**src/sv/jsw_pkg.sv**
```systemverilog
// shared widths, constants and codes for the jacobi seven-point sweep block
package jsw_pkg;

  // payload widths
  localparam int DATA_W    = 32;
  localparam int IDX_W     = 18;
  localparam int EDGE_IN_W = 7;

  // grid size defaults
  localparam int MAX_EDGE_DEF = 64;
  localparam int EDGE_RESET   = 64;
  localparam int EDGE_MIN     = 3;

  // configuration port
  localparam int PADDR_W   = 3;
  localparam int PDATA_W   = 32;
  localparam int REG_IDX_W = PADDR_W - 2;
  localparam logic [REG_IDX_W-1:0] REG_GRID_EDGE = REG_IDX_W'(0);

  // arithmetic: Q8.24 values, Q16.48 stencil sum
  localparam int FRAC_W = 24;
  localparam int NB_W   = DATA_W + 3;
  localparam int SUM_W  = 2 * DATA_W;

  // rounding and scaling: quotient = ((|s| + 3*2^24) >> 25) / 3
  localparam logic [SUM_W-1:0] ROUND_HALF = SUM_W'(64'd3 << FRAC_W);
  localparam int SHIFT_W = FRAC_W + 1;
  localparam int U_W     = SUM_W - SHIFT_W;
  localparam logic [U_W-1:0] SAT_POS = U_W'(64'd3 * 64'h8000_0000);
  localparam logic [U_W-1:0] SAT_NEG = U_W'(64'd3 * 64'h8000_0001);

  // divide-by-three unit: dividend bits and bits retired per cycle
  localparam int QIN_W     = 33;
  localparam int DIV_W     = 40;
  localparam int DIV_BITS  = 8;
  localparam int DIV_STEPS = DIV_W / DIV_BITS;
  localparam int DIV_CNT_W = $clog2(DIV_STEPS);

endpackage

```
**src/sv/jsw_scale.sv**
```systemverilog
// multi-cycle scaling unit: divide by 6*2^24, round half away from zero, saturate
module jsw_scale import jsw_pkg::*; (
  input  logic                     clk,
  input  logic                     rst,
  input  logic                     start,
  input  logic signed [SUM_W-1:0]  sum,
  output logic                     done,
  output logic signed [DATA_W-1:0] value
);

  typedef enum logic [4:0] {
    SC_IDLE  = 5'b00001,
    SC_ABS   = 5'b00010,
    SC_RANGE = 5'b00100,
    SC_DIV   = 5'b01000,
    SC_FIN   = 5'b10000
  } scale_state_t;

  scale_state_t          state;
  logic [SUM_W-1:0]      sum_r;
  logic                  neg;
  logic [SUM_W-1:0]      mag;
  logic                  sat;
  logic [DIV_W-1:0]      dvd;
  logic [DIV_W-1:0]      quo;
  logic [1:0]            rem;
  logic [DIV_CNT_W-1:0]  cnt;

  logic [SUM_W-1:0]      rounded;
  logic [U_W-1:0]        u_val;
  logic [DIV_BITS-1:0]   qbits;
  logic [1:0]            rem_next;
  logic [DATA_W-1:0]     q32;

  // rounding offset and magnitude before the divide
  assign rounded = mag + ROUND_HALF;
  assign u_val   = rounded[SUM_W-1:SHIFT_W];
  assign q32     = quo[DATA_W-1:0];

  // one radix-2 restoring step per dividend bit, DIV_BITS bits per cycle
  always_comb begin
    logic [2:0] t3;
    logic [1:0] r;
    r     = rem;
    qbits = '0;
    for (int i = 0; i < DIV_BITS; i++) begin
      t3 = {r, dvd[DIV_W-1-i]};
      if (t3 >= 3'd3) begin
        qbits[DIV_BITS-1-i] = 1'b1;
        r = 2'(t3 - 3'd3);
      end else begin
        r = t3[1:0];
      end
    end
    rem_next = r;
  end

  // sequencer
  always_ff @(posedge clk) begin
    if (rst) begin
      state <= SC_IDLE;
      done  <= 1'b0;
      cnt   <= '0;
    end else begin
      done <= (state == SC_FIN);
      case (state)
        SC_IDLE: begin
          if (start) begin
            state <= SC_ABS;
          end
        end
        SC_ABS: begin
          state <= SC_RANGE;
        end
        SC_RANGE: begin
          cnt   <= '0;
          state <= SC_DIV;
        end
        SC_DIV: begin
          cnt <= cnt + 1'b1;
          if (cnt == DIV_CNT_W'(DIV_STEPS - 1)) begin
            state <= SC_FIN;
          end
        end
        SC_FIN: begin
          state <= SC_IDLE;
        end
        default: begin
          state <= SC_IDLE;
        end
      endcase
    end
  end

  // datapath
  always_ff @(posedge clk) begin
    case (state)
      SC_IDLE: begin
        if (start) begin
          sum_r <= sum;
        end
      end
      SC_ABS: begin
        neg <= sum_r[SUM_W-1];
        mag <= sum_r[SUM_W-1] ? (~sum_r + 1'b1) : sum_r;
      end
      SC_RANGE: begin
        sat <= neg ? (u_val >= SAT_NEG) : (u_val >= SAT_POS);
        dvd <= DIV_W'(u_val[QIN_W-1:0]);
        quo <= '0;
        rem <= 2'd0;
      end
      SC_DIV: begin
        dvd <= dvd << DIV_BITS;
        quo <= {quo[DIV_W-DIV_BITS-1:0], qbits};
        rem <= rem_next;
      end
      SC_FIN: begin
        if (sat) begin
          value <= neg ? 32'sh8000_0000 : 32'sh7FFF_FFFF;
        end else begin
          value <= neg ? signed'(~q32 + 1'b1) : signed'(q32);
        end
      end
      default: begin
      end
    endcase
  end

endmodule

```
**config.mk**
```make
export PLATFORM = sky130hd
export DESIGN_NAME = jsw_scale
export DESIGN_NICKNAME = d
export VERILOG_FILES = /design/src/sv/jsw_pkg.sv /design/src/sv/jsw_scale.sv
export SDC_FILE = /design/constraint.sdc
export NUM_CORES = 1
export LEC_CHECK = 0
export BUFFER_PORTS_ARGS = -buffer_cell sky130_fd_sc_hd__buf_2
export CAP_MARGIN = 5
export CORE_MARGIN = 5
export CORE_UTILIZATION = 30
export CTS_CLUSTER_DIAMETER = 120
export DETAILED_ROUTE_END_ITERATION = 6
export HOLD_SLACK_MARGIN = 0.02
export PLACE_DENSITY = 0.5
export SLEW_MARGIN = 25
export SYNTH_ARGS = -nofsm -noshare
export SYNTH_HDL_FRONTEND = slang
export SYNTH_SLANG_ARGS = --single-unit
```
**constraint.sdc**
```tcl
create_clock -name clk -period 8.9 [get_ports clk]
set_input_delay 0.445 -clock clk [delete_from_list [all_inputs] [get_ports clk]]
set_output_delay 0.445 -clock clk [all_outputs]
set_load 0.02 [all_outputs]
```
==> reports/results.tsv <==
metric	value	unit
Worst Tran Pin Value	967	ps
Final min period	8280	ps
Clock Power Share	42.9	%
GPL Wtd Cong	0.778	
Final setup viols	0	
combinational power share	4.6	%
syn avg cell area	11.6	um^2
Pwr Total	2290	uW
Fillers	3515	
area used by multi-input combinational logic	4150	um^2
maximum clock frequency	121	MHz
clk root buf	clkbuf_16	
Leak	0.00420	uW
wire length on met3	1030	um
WL/cell	13.7	um
max-slew violation count	0	
Final HPWL DP	14700	um
met2 routed WL	9450	um
Final Hold Viols	0	
worst-path maximum fanout	9	
Initial Util	30.4	%
WP data required	9160	ps
gr ovfl total	0	
Critical Path Source Type	register	
DR vias	7117	
commonest cells after routing, fill and taps aside	edfxtp_1 (212), buf_2 (99), nor2_1 (85), nand2_1 (85), o21ai_0 (69)	
mapped cell area	10800	um^2
routed vias/inst	4.68	
WL final	20900	um
clock sinks	221	
Sequential Power Share	52.5	%
Synth Warn #	0	
GRT Util Overall	10.3	%
flops & latches, synth	221	
most used cell, CP	a21oi_1	
IO Pins	100	
DRT Pass-1 Iters	7	
most common cell after layout, fill and taps aside	edfxtp_1	
FFs w/ async S/R, synth	0	%
Fin Hold WS	98.4	ps
Max Used Layer	met4	
net count after synthesis	1014	
Post-synth EDFFs	212	
Nets	1121	
Max stage delay on crit path	440	ps
CTS max path bufs	3	
area grow syn2layout	17.7	%
Slew headroom	35.5	%
sequential area share after synthesis	60.5	%
register area	6550	um^2
Worst path slowest cell	edfxtp_1	
IO Port Bufs	99	
Die Y	200	um
Worst EP arrival	8540	ps
period utilization	93.0	%
# DRC	0	
Mapped Cells	935	
outcome	finished clean	
Worst-path clk slew	60	ps
worst hold path class	in2reg	
DRT met1 WL	9950	um
# Max-Cap Violations	0	
# rows	69	
crit path kind	reg2reg	
P_int	1830	uW
endpoint class of the critical path	register	
pin count of the biggest net entering global routing	86	
Post-synth top flop	edfxtp_1	
core area	35600	um^2
die area	40000	um^2
diodes inserted	0	
Distinct cells, synth	70	
Initial DRC Count	364	
Routed Antenna Nets	0	
Num CTS Buffers	25	
initial antenna violation count	0	
Power Density	180	nW/um^2
CTS tree	done	
VDD IR max	0.159	mV
layout cell share with drive strength beyond 1	16.8	%
clock latency at the later pin of the worst-skew pair	520	ps
Worst Skew	16.4	ps
first-pass GRT wire length	34600	um
Max H-tree Level	1	
vias in the first global route	6925	
P_sw	467	uW
hold_buf cts	0	
switch share	20.3	%
Die Wd	200	um
cell type report:
cell class                      instances  share of cell area (%)
Inverter                               19                   0.560
Multi-Input combinational cell        662                    32.6
Sequential cell                       221                    51.4
Clock inverter                         16                    1.16
Timing Repair Buffer                  113                    4.77
Tap cell                              461                    4.53
Clock buffer                           29                    5.03
cells in the mapped netlist (9+ instances only):
cell type	n	area, um^2
edfxtp_1	212	6370
nor2_1	86	323
nand2_1	85	319
o21ai_0	69	345
xnor2_1	62	543
a21oi_1	39	195
and2_1	33	206
xor2_1	29	254
clkbuf_1	28	105
nor3_1	27	135
nand3_1	23	115
or3_1	22	138
inv_1	19	71.3
nand2b_1	16	100
o31ai_1	13	97.6
and3_1	12	75.1
ha_1	12	150
nor4_1	12	75.1
or4_1	10	75.1
dfxtp_1	9	180
flip-flops by register name, indices dropped and copies added (netlist names):
signal	flops
dvd	40
quo	32
mag	40
sat	1
cnt	3
sum_r	64
state	5
done	1
rem	2
neg	1
value	32
critical path: cells and delay by family, from the launching register on:
family,cells,cell delay [ps]
muxes,1,330
AOI/OAI and AO/OA,18,2620
buffers and inverters,2,200
DFF,1,440
and+or+nand+nor,14,2460
adders and majority gates,8,1990
metrics by stage:
step / instance area [um^2] / cells / worst slack (ps) / util (%) / setup TNS, ps
finish: 12700 / 1521 / 621 / 35.8 / 0
global route: 12700 / 1521 / -179 / 35.8 / -478
CTS: 12600 / 1514 / 119 / 35.5 / 0
detailed placement: 11800 / 1469 / -126 / 33.3 / -333
global placement: 11800 / 1469 / 231 / 33.3 / 0
floorplan: 10800 / 935 / 883 / - / 0
power groups by stage:
| stage | registers (uW) | clock network [uW] | logic [uW] |
|---|---|---|---|
| 6_report | 1200 | 984 | 106 |
| 5_1_grt | 1210 | 1060 | 121 |
| 4_1_cts | 1210 | 1020 | 103 |
| 3_5_place_dp | 1230 | 0 | 102 |
| 3_3_place_gp | 1230 | 0 | 102 |
| 2_1_floorplan | 1220 | 0 | 72.9 |
cell families after synthesis:
family                     count (synthesis)  share of synthesized area (%)
and+or+nand+nor                          369                           17.6
AOI/OAI and AO/OA                        181                           10.5
muxes                                      9                          0.855
xor gates and xnor gates                  91                           7.36
adders and majority gates                 12                           1.39
DFF                                      221                           60.5
buffers and inverters                     52                           1.85
metal layers:
layer	global-route usage, %	vias to the layer above
met2	16.8	147
li1	-	3689
met4	2.54	0
met3	1.91	30
met1	14.4	3251
met5	0	-
final timing paths:
check        startpoint        end  slack, ps  cells after the start
max reg2reg      rem[0]     quo[0]        620                     43
min             sum[17]  sum_r[17]        100                      1
min reg2reg      cnt[2]   state[4]        500                      2
max              rem[0]     quo[0]        620                     43
timing repair:
| action | 4_1_cts | 5_1_grt |
|---|---|---|
| endpoints found under the hold margin | 0 | 0 |
| gates resized for setup | 2 | 11 |
| buffers inserted | 0 | 6 |
| pin swaps | 0 | 3 |
| setup endpoints to repair | 3 | 3 |
No activity file was read; power rests on OpenSTA's default activity.
